## src/design/eas_pkg.sv

```systemverilog
// Package for the encoder angle and speed estimator: widths, register
// indexes, reset values and the sequencer state type.
// No dependencies; used by encoder_angle_speed_estimator.
`default_nettype none

package eas_pkg;

  localparam int CNT_W      = 16;  // position count width
  localparam int OFS_W      = 17;  // signed calibration offset
  localparam int PP_W       = 7;   // pole pairs
  localparam int SCALE_W    = 32;  // turn fraction per count, Q16.16
  localparam int PERIOD_W   = 8;   // ticks between speed samples
  localparam int IN_W       = 24;  // input tdata, padded to bytes
  localparam int OUT_W      = 72;  // output tdata, padded to bytes
  localparam int CFG_IDX_W  = 3;
  localparam int CFG_DATA_W = 32;

  // Bit-serial step counts
  localparam int DIV_STEPS = CNT_W + 1;   // remainder over a 17-bit numerator
  localparam int MUL_STEPS = CNT_W;       // shift-add over a 16-bit multiplicand
  localparam int MM_STEPS  = 2 * PP_W;    // modular Horner, two phases a bit
  localparam int STEP_W    = 5;

  localparam logic [STEP_W-1:0] DIV_LAST = STEP_W'(DIV_STEPS - 1);
  localparam logic [STEP_W-1:0] MUL_LAST = STEP_W'(MUL_STEPS - 1);
  localparam logic [STEP_W-1:0] MUL_END  = STEP_W'(MUL_STEPS);
  localparam logic [STEP_W-1:0] MM_END   = STEP_W'(MM_STEPS);

  // Register reset values
  localparam logic [CNT_W-1:0]    REV_COUNTS_RST   = 16'd4096;
  localparam logic [OFS_W-1:0]    ANGLE_OFFSET_RST = 17'd0;
  localparam logic [PP_W-1:0]     POLE_PAIRS_RST   = 7'd4;
  localparam logic [SCALE_W-1:0]  COUNT_SCALE_RST  = 32'd1048576;
  localparam logic [PERIOD_W-1:0] SPEED_PERIOD_RST = 8'd20;

  typedef enum logic [CFG_IDX_W-1:0] {
    REG_REV_COUNTS   = 3'd0,
    REG_ANGLE_OFFSET = 3'd1,
    REG_POLE_PAIRS   = 3'd2,
    REG_COUNT_SCALE  = 3'd3,
    REG_SPEED_PERIOD = 3'd4
  } cfg_reg_t;

  typedef enum logic [3:0] {
    S_IDLE,    // wait for a tick request
    S_MODPOS,  // pos_count mod the modulus
    S_SUM,     // add the calibration offset
    S_MODSUM,  // wrap the sum
    S_MECH,    // fix the sign, start angle multiply and electrical reduction
    S_MMUL,    // mechanical turn multiply with modular pole-pair product
    S_ELEC,    // start electrical turn multiply and old position reduction
    S_MULE,    // electrical turn multiply with old position remainder
    S_SPDA,    // compare positions, classify wrap
    S_SPDB,    // magnitude of the change, update held values
    S_MULS,    // speed turn multiply
    S_DONE     // hand the result to the output register
  } st_t;

endpackage

`default_nettype wire

```

## src/design/encoder_angle_speed_estimator.sv

```systemverilog
// Quadrature encoder angle and speed estimator, top level.
// Depends on eas_pkg (widths, register indexes, state type).
`default_nettype none

// Each tick request carries the encoder position count, the latched index
// flag and the direction flag, and yields one result: the mechanical angle
// ((count + angle_offset) wrapped into 0..rev_counts-1) and the electrical
// angle (mechanical count times pole_pairs, mod rev_counts), both as 16-bit
// fractions of a turn, plus the speed sample taken every speed_period ticks
// once an index has been seen. The work is done by a bit-serial remainder
// unit (17 steps, run three times) and a shift-add multiplier (16 steps, run
// three times); the remainder unit and the modular pole-pair product share
// a single compare-and-subtract against rev_counts. The output register
// lets a new tick be taken while the previous result still waits; a finished
// result holds in the last sequencer state until the output side is free.
// Configuration writes are taken in any cycle but must only be issued while
// the block is idle. There is no clearing pass after reset.

module encoder_angle_speed_estimator (
  input  wire logic                          clk,
  input  wire logic                          rst_n,
  // Tick requests
  input  wire logic                          in_tvalid,
  output logic                               in_tready,
  // [15:0] pos_count, [16] index_flag, [17] dir_flag, [23:18] zero
  input  wire logic [eas_pkg::IN_W-1:0]      in_tdata,
  // Results
  output logic                               out_tvalid,
  input  wire logic                          out_tready,
  // [0] index_seen, [1] reverse, [17:2] mech_angle, [33:18] elec_angle,
  // [34] speed_valid, [50:35] speed_counts, [66:51] speed_turns, [71:67] zero
  output logic [eas_pkg::OUT_W-1:0]          out_tdata,
  // Configuration writes
  input  wire logic                          cfg_valid,
  output logic                               cfg_ready,
  input  wire logic [eas_pkg::CFG_IDX_W-1:0] cfg_index,
  input  wire logic [eas_pkg::CFG_DATA_W-1:0] cfg_data
);

  localparam int CW = eas_pkg::CNT_W;
  localparam int DW = eas_pkg::DIV_STEPS;
  localparam int SW = eas_pkg::STEP_W;

  // Configuration registers
  logic [CW-1:0]                rev_counts_r;
  logic [eas_pkg::OFS_W-1:0]    angle_offset_r;
  logic [eas_pkg::PP_W-1:0]     pole_pairs_r;
  logic [eas_pkg::SCALE_W-1:0]  count_scale_r;
  logic [eas_pkg::PERIOD_W-1:0] speed_period_r;

  // Control and persistent state
  eas_pkg::st_t                 state_r, state_nxt;
  logic [SW-1:0]                cnt_r, cnt_nxt;
  logic                         index_found_r, index_found_nxt;
  logic [eas_pkg::PERIOD_W-1:0] tick_count_r, tick_count_nxt;
  logic [CW-1:0]                last_pos_r, last_pos_nxt;
  logic [CW-1:0]                held_delta_r, held_delta_nxt;
  logic                         sample_r, sample_nxt;
  logic                         out_tvalid_r, out_tvalid_nxt;

  // Datapath registers
  logic                         idx_r, idx_nxt;
  logic                         dir_r, dir_nxt;
  logic [DW-1:0]                div_num_r, div_num_nxt;
  logic [CW-1:0]                div_rem_r, div_rem_nxt;
  logic [CW-1:0]                pos_r, pos_nxt;
  logic                         sum_neg_r, sum_neg_nxt;
  logic [CW-1:0]                mech_r, mech_nxt;
  logic [CW-1:0]                mm_acc_r, mm_acc_nxt;
  logic [eas_pkg::PP_W-1:0]     mm_pp_r, mm_pp_nxt;
  logic [eas_pkg::SCALE_W-1:0]  mul_acc_r, mul_acc_nxt;
  logic [CW-1:0]                mul_x_r, mul_x_nxt;
  logic [CW-1:0]                mech_turn_r, mech_turn_nxt;
  logic [CW-1:0]                elec_turn_r, elec_turn_nxt;
  logic                         wrap_r, wrap_nxt;
  logic                         fwd_r, fwd_nxt;
  logic [CW-1:0]                absdiff_r, absdiff_nxt;
  logic [eas_pkg::OUT_W-1:0]    out_tdata_r, out_tdata_nxt;

  // Shared arithmetic
  logic [CW-1:0]                modulus;
  logic [CW-1:0]                quarter;
  logic [CW+1:0]                three_sum;
  logic [CW-1:0]                three_q;
  logic [CW:0]                  red_in;
  logic [CW:0]                  red_diff;
  logic [CW-1:0]                red_out;
  logic [eas_pkg::SCALE_W:0]    mul_sum;
  logic [eas_pkg::PERIOD_W-1:0] tick_inc;
  logic                         found_acc;
  logic                         sample_now;
  logic signed [CW+1:0]         sum_s;
  logic [CW+1:0]                sum_abs;
  logic [CW-1:0]                mech_val;
  logic                         wrap_a;
  logic                         wrap_b;
  logic                         pos_gt;
  logic [CW-1:0]                delta_val;
  logic [CW-1:0]                speed_turns;
  logic                         out_load;

  // A modulus of zero behaves as one
  assign modulus   = (rev_counts_r == '0) ? CW'(1) : rev_counts_r;
  assign quarter   = {2'b00, modulus[CW-1:2]};
  assign three_sum = {2'b00, modulus} + {1'b0, modulus, 1'b0};
  assign three_q   = three_sum[CW+1:2];

  // Single conditional subtract of the modulus; every input is below twice it
  assign red_diff = red_in - {1'b0, modulus};
  assign red_out  = (red_in >= {1'b0, modulus}) ? red_diff[CW-1:0] : red_in[CW-1:0];

  // Right-shifting shift-add: after all steps the accumulator holds product >> 16
  assign mul_sum = {1'b0, mul_acc_r} +
                   (mul_x_r[0] ? {1'b0, count_scale_r} : '0);

  // Tick bookkeeping: apply the index first, then count with saturation
  assign found_acc  = index_found_r | in_tdata[CW];
  assign tick_inc   = (tick_count_r == '1) ? tick_count_r : tick_count_r + 1'b1;
  assign sample_now = (tick_inc >= speed_period_r) && found_acc;

  assign speed_turns = (mul_acc_r[eas_pkg::SCALE_W-1:CW] != '0) ? '1 : mul_acc_r[CW-1:0];

  assign cfg_ready  = 1'b1;
  assign out_tvalid = out_tvalid_r;
  assign out_tdata  = out_tdata_r;

  // Compare-and-subtract operand: the Horner steps own it during S_MMUL,
  // the remainder unit the rest of the time
  always_comb begin
    red_in = {div_rem_r, div_num_r[DW-1]};
    if (state_r == eas_pkg::S_MMUL) begin
      if (!cnt_r[0]) begin
        red_in = {mm_acc_r, 1'b0};
      end else begin
        red_in = {1'b0, mm_acc_r} + {1'b0, mech_r};
      end
    end
  end

  always_comb begin
    state_nxt       = state_r;
    cnt_nxt         = cnt_r;
    index_found_nxt = index_found_r;
    tick_count_nxt  = tick_count_r;
    last_pos_nxt    = last_pos_r;
    held_delta_nxt  = held_delta_r;
    sample_nxt      = sample_r;
    idx_nxt         = idx_r;
    dir_nxt         = dir_r;
    div_num_nxt     = div_num_r;
    div_rem_nxt     = div_rem_r;
    pos_nxt         = pos_r;
    sum_neg_nxt     = sum_neg_r;
    mech_nxt        = mech_r;
    mm_acc_nxt      = mm_acc_r;
    mm_pp_nxt       = mm_pp_r;
    mul_acc_nxt     = mul_acc_r;
    mul_x_nxt       = mul_x_r;
    mech_turn_nxt   = mech_turn_r;
    elec_turn_nxt   = elec_turn_r;
    wrap_nxt        = wrap_r;
    fwd_nxt         = fwd_r;
    absdiff_nxt     = absdiff_r;
    in_tready       = 1'b0;
    out_load        = 1'b0;
    sum_s           = '0;
    sum_abs         = '0;
    mech_val        = '0;
    wrap_a          = 1'b0;
    wrap_b          = 1'b0;
    pos_gt          = 1'b0;
    delta_val       = '0;

    case (state_r)
      eas_pkg::S_IDLE: begin
        in_tready = 1'b1;
        if (in_tvalid) begin
          idx_nxt         = in_tdata[CW];
          dir_nxt         = in_tdata[CW+1];
          index_found_nxt = found_acc;
          tick_count_nxt  = sample_now ? '0 : tick_inc;
          sample_nxt      = sample_now;
          div_num_nxt     = {1'b0, in_tdata[CW-1:0]};
          div_rem_nxt     = '0;
          cnt_nxt         = '0;
          state_nxt       = eas_pkg::S_MODPOS;
        end
      end

      eas_pkg::S_MODPOS: begin
        div_rem_nxt = red_out;
        div_num_nxt = {div_num_r[DW-2:0], 1'b0};
        cnt_nxt     = cnt_r + 1'b1;
        if (cnt_r == eas_pkg::DIV_LAST) begin
          state_nxt = eas_pkg::S_SUM;
        end
      end

      eas_pkg::S_SUM: begin
        pos_nxt     = div_rem_r;
        sum_s       = $signed({2'b00, div_rem_r}) +
                      $signed({angle_offset_r[eas_pkg::OFS_W-1], angle_offset_r});
        sum_neg_nxt = sum_s[CW+1];
        sum_abs     = sum_s[CW+1] ? 18'(-sum_s) : 18'(sum_s);
        div_num_nxt = sum_abs[DW-1:0];
        div_rem_nxt = '0;
        cnt_nxt     = '0;
        state_nxt   = eas_pkg::S_MODSUM;
      end

      eas_pkg::S_MODSUM: begin
        div_rem_nxt = red_out;
        div_num_nxt = {div_num_r[DW-2:0], 1'b0};
        cnt_nxt     = cnt_r + 1'b1;
        if (cnt_r == eas_pkg::DIV_LAST) begin
          state_nxt = eas_pkg::S_MECH;
        end
      end

      eas_pkg::S_MECH: begin
        // A negative sum with a nonzero remainder folds up by the modulus
        mech_val    = (sum_neg_r && (div_rem_r != '0)) ? modulus - div_rem_r : div_rem_r;
        mech_nxt    = mech_val;
        mul_x_nxt   = mech_val;
        mul_acc_nxt = '0;
        mm_acc_nxt  = '0;
        mm_pp_nxt   = pole_pairs_r;
        cnt_nxt     = '0;
        state_nxt   = eas_pkg::S_MMUL;
      end

      eas_pkg::S_MMUL: begin
        mul_acc_nxt = mul_sum[eas_pkg::SCALE_W:1];
        mul_x_nxt   = {1'b0, mul_x_r[CW-1:1]};
        if (cnt_r < eas_pkg::MM_END) begin
          if (!cnt_r[0]) begin
            mm_acc_nxt = red_out;
          end else begin
            if (mm_pp_r[eas_pkg::PP_W-1]) begin
              mm_acc_nxt = red_out;
            end
            mm_pp_nxt = {mm_pp_r[eas_pkg::PP_W-2:0], 1'b0};
          end
        end
        cnt_nxt = cnt_r + 1'b1;
        if (cnt_r == eas_pkg::MUL_LAST) begin
          state_nxt = eas_pkg::S_ELEC;
        end
      end

      eas_pkg::S_ELEC: begin
        mech_turn_nxt = mul_acc_r[CW-1:0];
        mul_x_nxt     = mm_acc_r;
        mul_acc_nxt   = '0;
        div_num_nxt   = {1'b0, last_pos_r};
        div_rem_nxt   = '0;
        cnt_nxt       = '0;
        state_nxt     = eas_pkg::S_MULE;
      end

      eas_pkg::S_MULE: begin
        div_rem_nxt = red_out;
        div_num_nxt = {div_num_r[DW-2:0], 1'b0};
        if (cnt_r < eas_pkg::MUL_END) begin
          mul_acc_nxt = mul_sum[eas_pkg::SCALE_W:1];
          mul_x_nxt   = {1'b0, mul_x_r[CW-1:1]};
        end
        cnt_nxt = cnt_r + 1'b1;
        if (cnt_r == eas_pkg::DIV_LAST) begin
          state_nxt = eas_pkg::S_SPDA;
        end
      end

      eas_pkg::S_SPDA: begin
        // div_rem_r now holds the previous sample position reduced by the modulus
        elec_turn_nxt = mul_acc_r[CW-1:0];
        wrap_a        = (pos_r < quarter) && (div_rem_r > three_q);
        wrap_b        = (div_rem_r < quarter) && (pos_r > three_q);
        pos_gt        = pos_r > div_rem_r;
        wrap_nxt      = wrap_a | wrap_b;
        fwd_nxt       = wrap_a | (!wrap_b & pos_gt);
        absdiff_nxt   = pos_gt ? pos_r - div_rem_r : div_rem_r - pos_r;
        state_nxt     = eas_pkg::S_SPDB;
      end

      eas_pkg::S_SPDB: begin
        // Across a wrap the distance runs the other way round the turn
        delta_val = wrap_r ? modulus - absdiff_r : absdiff_r;
        if (sample_r) begin
          held_delta_nxt = delta_val;
          last_pos_nxt   = pos_r;
        end
        mul_x_nxt   = sample_r ? delta_val : held_delta_r;
        mul_acc_nxt = '0;
        cnt_nxt     = '0;
        state_nxt   = eas_pkg::S_MULS;
      end

      eas_pkg::S_MULS: begin
        mul_acc_nxt = mul_sum[eas_pkg::SCALE_W:1];
        mul_x_nxt   = {1'b0, mul_x_r[CW-1:1]};
        cnt_nxt     = cnt_r + 1'b1;
        if (cnt_r == eas_pkg::MUL_LAST) begin
          state_nxt = eas_pkg::S_DONE;
        end
      end

      eas_pkg::S_DONE: begin
        // Hold until the output register is free
        if (!out_tvalid_r || out_tready) begin
          out_load  = 1'b1;
          state_nxt = eas_pkg::S_IDLE;
        end
      end

      default: begin
        state_nxt = eas_pkg::S_IDLE;
      end
    endcase
  end

  // Output register
  always_comb begin
    out_tdata_nxt  = out_tdata_r;
    out_tvalid_nxt = out_tvalid_r;
    if (out_load) begin
      out_tdata_nxt = {5'b00000, speed_turns, held_delta_r, sample_r,
                       elec_turn_r, mech_turn_r,
                       sample_r ? !fwd_r : !dir_r, idx_r};
      out_tvalid_nxt = 1'b1;
    end else if (out_tready) begin
      out_tvalid_nxt = 1'b0;
    end
  end

  // Configuration registers
  always_ff @(posedge clk) begin
    if (!rst_n) begin
      rev_counts_r   <= eas_pkg::REV_COUNTS_RST;
      angle_offset_r <= eas_pkg::ANGLE_OFFSET_RST;
      pole_pairs_r   <= eas_pkg::POLE_PAIRS_RST;
      count_scale_r  <= eas_pkg::COUNT_SCALE_RST;
      speed_period_r <= eas_pkg::SPEED_PERIOD_RST;
    end else if (cfg_valid) begin
      case (cfg_index)
        eas_pkg::REG_REV_COUNTS:   rev_counts_r   <= cfg_data[CW-1:0];
        eas_pkg::REG_ANGLE_OFFSET: angle_offset_r <= cfg_data[eas_pkg::OFS_W-1:0];
        eas_pkg::REG_POLE_PAIRS:   pole_pairs_r   <= cfg_data[eas_pkg::PP_W-1:0];
        eas_pkg::REG_COUNT_SCALE:  count_scale_r  <= cfg_data[eas_pkg::SCALE_W-1:0];
        eas_pkg::REG_SPEED_PERIOD: speed_period_r <= cfg_data[eas_pkg::PERIOD_W-1:0];
        default: ;  // drop writes beyond the register list
      endcase
    end
  end

  // Control state
  always_ff @(posedge clk) begin
    if (!rst_n) begin
      state_r       <= eas_pkg::S_IDLE;
      cnt_r         <= '0;
      index_found_r <= 1'b0;
      tick_count_r  <= '0;
      last_pos_r    <= '0;
      held_delta_r  <= '0;
      sample_r      <= 1'b0;
      out_tvalid_r  <= 1'b0;
    end else begin
      state_r       <= state_nxt;
      cnt_r         <= cnt_nxt;
      index_found_r <= index_found_nxt;
      tick_count_r  <= tick_count_nxt;
      last_pos_r    <= last_pos_nxt;
      held_delta_r  <= held_delta_nxt;
      sample_r      <= sample_nxt;
      out_tvalid_r  <= out_tvalid_nxt;
    end
  end

  // Datapath
  always_ff @(posedge clk) begin
    idx_r       <= idx_nxt;
    dir_r       <= dir_nxt;
    div_num_r   <= div_num_nxt;
    div_rem_r   <= div_rem_nxt;
    pos_r       <= pos_nxt;
    sum_neg_r   <= sum_neg_nxt;
    mech_r      <= mech_nxt;
    mm_acc_r    <= mm_acc_nxt;
    mm_pp_r     <= mm_pp_nxt;
    mul_acc_r   <= mul_acc_nxt;
    mul_x_r     <= mul_x_nxt;
    mech_turn_r <= mech_turn_nxt;
    elec_turn_r <= elec_turn_nxt;
    wrap_r      <= wrap_nxt;
    fwd_r       <= fwd_nxt;
    absdiff_r   <= absdiff_nxt;
    out_tdata_r <= out_tdata_nxt;
  end

  // Assertions
  a_accept_starts: assert property (@(posedge clk) disable iff (!rst_n)
    in_tvalid && in_tready |=> (state_r == eas_pkg::S_MODPOS) && !in_tready)
    else $error("accepted tick did not start the remainder pass");

  a_sample_needs_index: assert property (@(posedge clk) disable iff (!rst_n)
    sample_r |-> index_found_r)
    else $error("speed sample flagged before any index");

  a_sample_clears_tick: assert property (@(posedge clk) disable iff (!rst_n)
    in_tvalid && in_tready && sample_now |=> tick_count_r == '0)
    else $error("tick counter not cleared by a speed sample");

  a_mult_drained: assert property (@(posedge clk) disable iff (!rst_n)
    (state_r == eas_pkg::S_MULE) && (cnt_r == eas_pkg::DIV_LAST) |-> mul_x_r == '0)
    else $error("electrical multiply ran short of its steps");

  a_done_loads: assert property (@(posedge clk) disable iff (!rst_n)
    (state_r == eas_pkg::S_DONE) && (!out_tvalid_r || out_tready)
      |=> out_tvalid_r && (state_r == eas_pkg::S_IDLE))
    else $error("finished result not moved to the output register");

endmodule

`default_nettype wire
```

## config.mk

```make
export PLATFORM = sky130hd
export DESIGN_NAME = encoder_angle_speed_estimator
export DESIGN_NICKNAME = d
export VERILOG_FILES = /design/src/design/eas_pkg.sv /design/src/design/encoder_angle_speed_estimator.sv
export SDC_FILE = /design/constraint.sdc
export NUM_CORES = 1
export LEC_CHECK = 0
export ABC_CLOCK_PERIOD_IN_PS = 8600
export BUFFER_PORTS_ARGS = -buffer_cell sky130_fd_sc_hd__buf_2
export CAP_MARGIN = 20
export CORE_MARGIN = 3
export CORE_UTILIZATION = 50
export CTS_CLUSTER_SIZE = 10
export DETAILED_ROUTE_END_ITERATION = 10
export PLACE_DENSITY = 0.73
export SYNTH_ARGS = -nofsm -noshare
export SYNTH_HDL_FRONTEND = slang
export SYNTH_SLANG_ARGS = --single-unit
```

## constraint.sdc

```tcl
create_clock -name clk -period 8.6 [get_ports clk]
set_input_delay 1.72 -clock clk [delete_from_list [all_inputs] [get_ports clk]]
set_output_delay 1.72 -clock clk [all_outputs]
set_load 0.01 [all_outputs]
```

# Word-level counts from Yosys, hierarchy flattened
# Index checks and enable logic that the tools add are counted.
[totals] output_inout_bits=75 input_bits=64 register_bits=388
[classes] addsub=12 reduce_logical=42 eq_ne=29 bitwise=4 muxes=43 magnitude_cmp=9
[op_table] op="16-bit 2-to-1 mux" n=11
[op_table] op="32-bit case mux with 3 select lines" n=1
[op_table] op="16-bit case mux with 5 select lines" n=1
[op_table] op="16-bit subtractor" n=5
[op_table] op="17-bit 2-to-1 mux" n=4
[op_table] op="17-bit case mux with 4 select lines" n=1
[op_table] op="32-bit 2-to-1 mux" n=2
[op_table] op="16-bit greater-than comparator" n=3
[op_table] op="16-bit case mux with 3 select lines" n=1
[op_table] op="4-bit case mux with 12 select lines" n=1
[op_table] op="32-bit by 32-bit adder with 33-bit output" n=1
[op_table] op="16-bit by 14-bit less-than comparator with 1-bit output" n=2
[op_table] op="16-bit case mux with 2 select lines" n=1
[op_table] op="16-bit nonzero test" n=2
[op_table] op="4-bit 2-to-1 mux" n=7
[op_table] op="2-bit AND reduction" n=12
[op_table] op="16-bit by 17-bit adder with 18-bit output" n=1
[op_table] op="17-bit by 17-bit adder with 18-bit output" n=1
[op_table] op="16-bit by 16-bit adder with 17-bit output" n=1
[op_table] op="17-bit by 16-bit >= comparator with 1-bit output" n=1
[op_table] op="17-bit negation" n=1
[op_table] op="4-bit by 3-bit equality test with 1-bit output (second input constant)" n=4
[op_table] op="4-bit equality test (second input constant)" n=4
[op_table] op="16-bit logical NOT" n=1
[op_table] op="39 further kinds" n=70

# Longest topological paths before layout
[depth] word_depth=9 mapped_depth=25 ltp_nobuf=24

# Least setup slack after synthesis
# OpenSTA, ideal clock, no wires.
[synth_timing] path_kind="input to register" start="input out_tready" end="register out_tdata_r (netlist bit out_tdata[0]), enable pin" arrival_time_ns=6.355 stages=2 slack_ns=1.671 n_path_buf=0 path_cell_list="nor2b_1 -> nor3_1"
[synth_via] elab_chain_cells=3
[synth_lines] element="from (decl)" line="encoder_angle_speed_estimator.sv:29" text="input wire logic out_tready,"
[synth_lines] element="1-bit logical OR" line="encoder_angle_speed_estimator.sv:310" text="if (!out_tvalid_r || out_tready) begin"
[synth_lines] element="1-bit 2-to-1 mux" line="encoder_angle_speed_estimator.sv:310"
[synth_lines] element="1-bit 2-to-1 mux" line="encoder_angle_speed_estimator.sv:174" text="case (state_r)"
[synth_lines] element="via out_load" line="encoder_angle_speed_estimator.sv:100" text="logic out_load;"
[synth_lines] element="to (signal assigned)" line="encoder_angle_speed_estimator.sv:397" text="out_tdata_r <= out_tdata_nxt;"
[synth_lines] element="to (decl)" line="encoder_angle_speed_estimator.sv:78" text="logic [eas_pkg::OUT_W-1:0] out_tdata_r, out_tdata_nxt;"
# The timed path passes the listed nets, and every way through them passes these cells.
# A chain may end at the register's enable or synchronous reset.

# Worst setup path after layout
[layout_timing] start="register rev_counts_r[1]" end="register wrap_r (data pin)"
[layout_via] elab_chain_cells=6 word_cells_on_any_way=10
[layout_lines] element="from (decl)" line="encoder_angle_speed_estimator.sv:45" text="logic [CW-1:0] rev_counts_r;"
[layout_lines] element="from (signal assigned)" line="encoder_angle_speed_estimator.sv:339" text="rev_counts_r <= eas_pkg::REV_COUNTS_RST;"
[layout_lines] element="from (signal assigned)" line="encoder_angle_speed_estimator.sv:346" text="eas_pkg::REG_REV_COUNTS: rev_counts_r <= cfg_data[CW-1:0];"
[layout_lines] element="16-bit logical NOT" line="encoder_angle_speed_estimator.sv:103" text="assign modulus = (rev_counts_r == '0) ? CW'(1) : rev_counts_r;"
[layout_lines] element="16-bit 2-to-1 mux (*)" line="encoder_angle_speed_estimator.sv:103"
[layout_lines] element="16-bit by 17-bit adder with 18-bit output" line="encoder_angle_speed_estimator.sv:105" text="assign three_sum = {2'b00, modulus} + {1'b0, modulus, 1'b0};"
[layout_lines] element="16-bit greater-than comparator (on tied branches)" line="encoder_angle_speed_estimator.sv:277, encoder_angle_speed_estimator.sv:278"
[layout_lines] element="1-bit logical AND (on tied branches)" line="encoder_angle_speed_estimator.sv:277, encoder_angle_speed_estimator.sv:278"
[layout_lines] element="1-bit bitwise OR (*)" line="encoder_angle_speed_estimator.sv:280" text="wrap_nxt = wrap_a | wrap_b;"
[layout_lines] element="to (signal assigned)" line="encoder_angle_speed_estimator.sv:394" text="wrap_r <= wrap_nxt;"
[layout_lines] element="to (decl)" line="encoder_angle_speed_estimator.sv:75" text="logic wrap_r, wrap_nxt;"
# Every way passes the cells marked *; elsewhere a longest branch is shown, timed or not.

==> impl_metrics.tcl <==
set metrics [dict create \
    cts_root_buf "clkbuf_16" \
    max_slew.worst_pin.slew_ns 1.05 \
    clkSinkCount 388 \
    post-route-util 0.565 \
    critPathLaunchType "register" \
    htreeDepth 2 \
    combPwrFrac 0.391 \
    rrSetupSlack_ns 2.35 \
    antenna_found_initial 0 \
    netlist_area_um2 24400 \
    synth_top_family_by_area "compound AO/OA/AOI/OAI gates" \
    p_sw_w 0.00279 \
    end_kind "register" \
    setup_viol 0 \
    grt_overflow 0 \
    drv_slew 0 \
    critical_path_buf_inv_count 1 \
    avgSynthCellArea_um2 9.42 \
    synth-compound-area-share 0.194 \
    grt_pass1_wl_mm 112 \
    hpwl_mm 54.9 \
    synthSimpleGateAreaFrac 0.155 \
    numPortBuffers 126 \
    die_x_um 227 \
    path_clk_slew_ns 0.06 \
    num_vias 20400 \
    required_ns 8.95 \
    routabilityCongestion 0.996 \
    crit_type "register to register" \
    detail_route.wl_per_cell_um 22.1 \
    worstSkewPairLatency_ns 0.60 \
    powerDensity_nw_per_um2 266 \
    seq_power_share 0.354 \
    synth_xor_area_frac 0.0441 \
    cts_tree "done" \
    fin_crit_sh 0.727 \
    route.detailed.drc 0 \
    post_cts_resized 0 \
    rsz0062_at_grt "no" \
    async_flop_share 0 \
    multi_input_area_um2 13200 \
    crit_arrival_ns 6.61 \
    ctsLongestPathBuffers 3 \
    ys.flop_type "edfxtp_1" \
    intPower_w 0.00441 \
    final_layout_size_suffix_gt1_frac 0.0948 \
    cts_inserted_buffers 46 \
    rows 80 \
    synth_mux_area_frac 0.0203 \
    cpLargestDelayFamily "simple AND/OR/NAND/NOR gates" \
    routed_wl_mm 73.8 \
    switching_share 0.388 \
    first_global_vias 19700 \
    syn_inst 2593 \
    seqCellArea_um2 10300 \
    hold_viol 0 \
    nets 3000 \
    path_max_fanout 14 \
    ys_types 86 \
    holdBufCountCts 0 \
    ant_nets 0 \
    hold_path.class "register to register" \
    clkPwrFrac 0.255 \
    critPathSlowestCell "or3b_2" \
    p_leak_nw 10.9 \
    maxSlewHeadroom 0.279 \
    synth_edf_count 256 \
    die_h_um 227 \
    dr.pass1.iters 6 \
    critPathMaxStageDelay_ns 0.55 \
    path_cells "or3b_2 > or3_1 > nand2_1 > inv_1 > fa_1 > a21o_1 > a21o_1 > a21oi_1 > o21ai_0 > a21boi_0 > o21ai_0 > a21o_1 > a21o_1 > xnor2_1 > ha_1 > and4_1 > nand4_1 > or4_1 > o211a_1 > a21o_1" \
    outcome "finished clean" \
    grt_max_degree 71 \
    fin_skew_ns 0.0222 \
    synth_fa_ha_area_frac 0.126 \
    viasPerCell 6.11 \
    start_util 0.509 \
    n_fill_cell 4197 \
    dpl.cell_count 3259 \
    p_total_w 0.00720 \
    area_growth_pct 11.0 \
    grt.total_usage 0.285 \
    synth.yosys.warnings 0 \
    fin_crit_ns 6.25 \
    insertedDiodeCount 0 \
    postCtsSetupBuffers 0 \
    ios 139 \
    peakVddDrop_mv 0.163 \
    max_freq_mhz 160 \
    synth.ff_latch_count 388 \
    drt_iter0_drc 2120 \
    dieArea_um2 51500 \
    fin_cells 3346 \
    cap_violations 0 \
    core_um2 47900 \
    crit_top_cell "a21o_1" \
    tns_ns 0 \
    yosysSeqAreaShare 0.423 \
]
## cell type report
| class | instances | share of cell area |
|---|---|---|
| well taps | 615 | 0.0284 |
| clock buffers | 77 | 0.0479 |
| clock inverters | 6 | 0.00383 |
| multi-input cells | 1976 | 0.488 |
| inverters | 132 | 0.0183 |
| repair buffers | 152 | 0.0324 |
| flip-flops and latches | 388 | 0.381 |
## synth_stat cells (9+ instances only)
cell type  instances  share of area
a31oi_1           32         0.0082
xnor2_1           72          0.026
a21oi_1          242          0.050
fa_1               9         0.0074
o21ai_1           14         0.0029
nand2_1          335          0.051
a22oi_1           11         0.0034
or2_2             21         0.0054
a222oi_1          18         0.0074
xor2_1            51          0.018
edfxtp_1         256           0.31
inv_1            130          0.020
clkbuf_1          84          0.013
o21ai_0          137          0.028
nor3_1            36         0.0074
nor4_1            12         0.0031
mux2i_1           44          0.018
nor2_1           197          0.030
and2_1            48          0.012
nand3_1           39         0.0080
a21o_1            73          0.022
o211ai_1          25         0.0077
nand2b_1          34         0.0087
a211oi_1          23         0.0071
o21bai_1          15         0.0046
dfxtp_1          132           0.11
ha_1             231           0.12
nand4_1           23         0.0059
or3_1             15         0.0038
and3_1            18         0.0046
a221oi_1          10         0.0036
o31ai_1           14         0.0043
nor2b_1           24         0.0061
o21a_1            24         0.0074
## logic make-up after synthesis
logic type                 Yosys count
and+or+nand+nor                    825
AOI/OAI and AO/OA                  733
DFF                                388
adders and majority gates          240
buffers and inverters              233
xor gates and xnor gates           123
muxes                               49
other                                2
## final timing paths
kind	end	from	cells past startpoint
worst min register to register	out_tdata[16]	mech_turn_r[14]	0
worst max-delay path	wrap_r	rev_counts_r[1]	20
worst min-delay path	out_tdata[16]	mech_turn_r[14]	0
worst max register to register	wrap_r	rev_counts_r[1]	20
## power by group through the flow
stage	Sequential [W]	Clock, W	Combinational, W
global route	0.00255	0.00194	0.00309
floorplan	0.00242	0	0.00206
finish	0.00255	0.00184	0.00281
CTS	0.00254	0.00187	0.00275
global placement	0.00257	0	0.00267
detailed placement	0.00258	0	0.00274
## worst register-to-register path: stages (launching register included)
cell	delay [ns]
dfxtp_1	0.53
or3b_2	0.55
or3_1	0.52
nand2_1	0.19
inv_1	0.21
fa_1	0.52
a21o_1	0.19
a21o_1	0.20
a21oi_1	0.19
o21ai_0	0.17
a21boi_0	0.36
o21ai_0	0.23
a21o_1	0.22
a21o_1	0.19
xnor2_1	0.17
ha_1	0.31
and4_1	0.22
nand4_1	0.13
or4_1	0.55
o211a_1	0.17
a21o_1	0.17
## through the flow
| stage | hold WS [ns] | area [um2] | worst slack, ns |
|---|---|---|---|
| global placement | 0.402 | 25600 | 2.57 |
| global route | 0.420 | 27100 | 2.10 |
| detailed placement | 0.405 | 25600 | 2.49 |
| CTS | 0.414 | 27000 | 2.47 |
| finish | 0.413 | 27100 | 2.35 |
| floorplan | 0.400 | 24400 | 1.67 |
## cell usage in the layout, fill, tap and decap left out, drive strengths merged, types with 48 or more instances in the layout
cell type / n
inv: 130
nand2: 335
and2: 48
dfxtp: 132
xnor2: 72
edfxtp: 256
buf: 152
xor2: 51
clkbuf: 77
a21o: 73
nor2: 197
ha: 231
o21ai: 151
a21oi: 243
## state kept, by name, indices dropped and copies added (netlist names), 17 cells and up
register	count
count_scale_r	32
out_tdata	67
div_num_r	17
angle_offset_r	17
mul_acc_r	32
## metal layers
metal,track usage,vias up,wire (um)
met5,0,-,0
met4,0.146,0,4170
met3,0.0533,217,6200
met2,0.452,846,32700
met1,0.376,9711,30700
li1,-,9659,-
No activity file was read; power rests on OpenSTA's default activity.
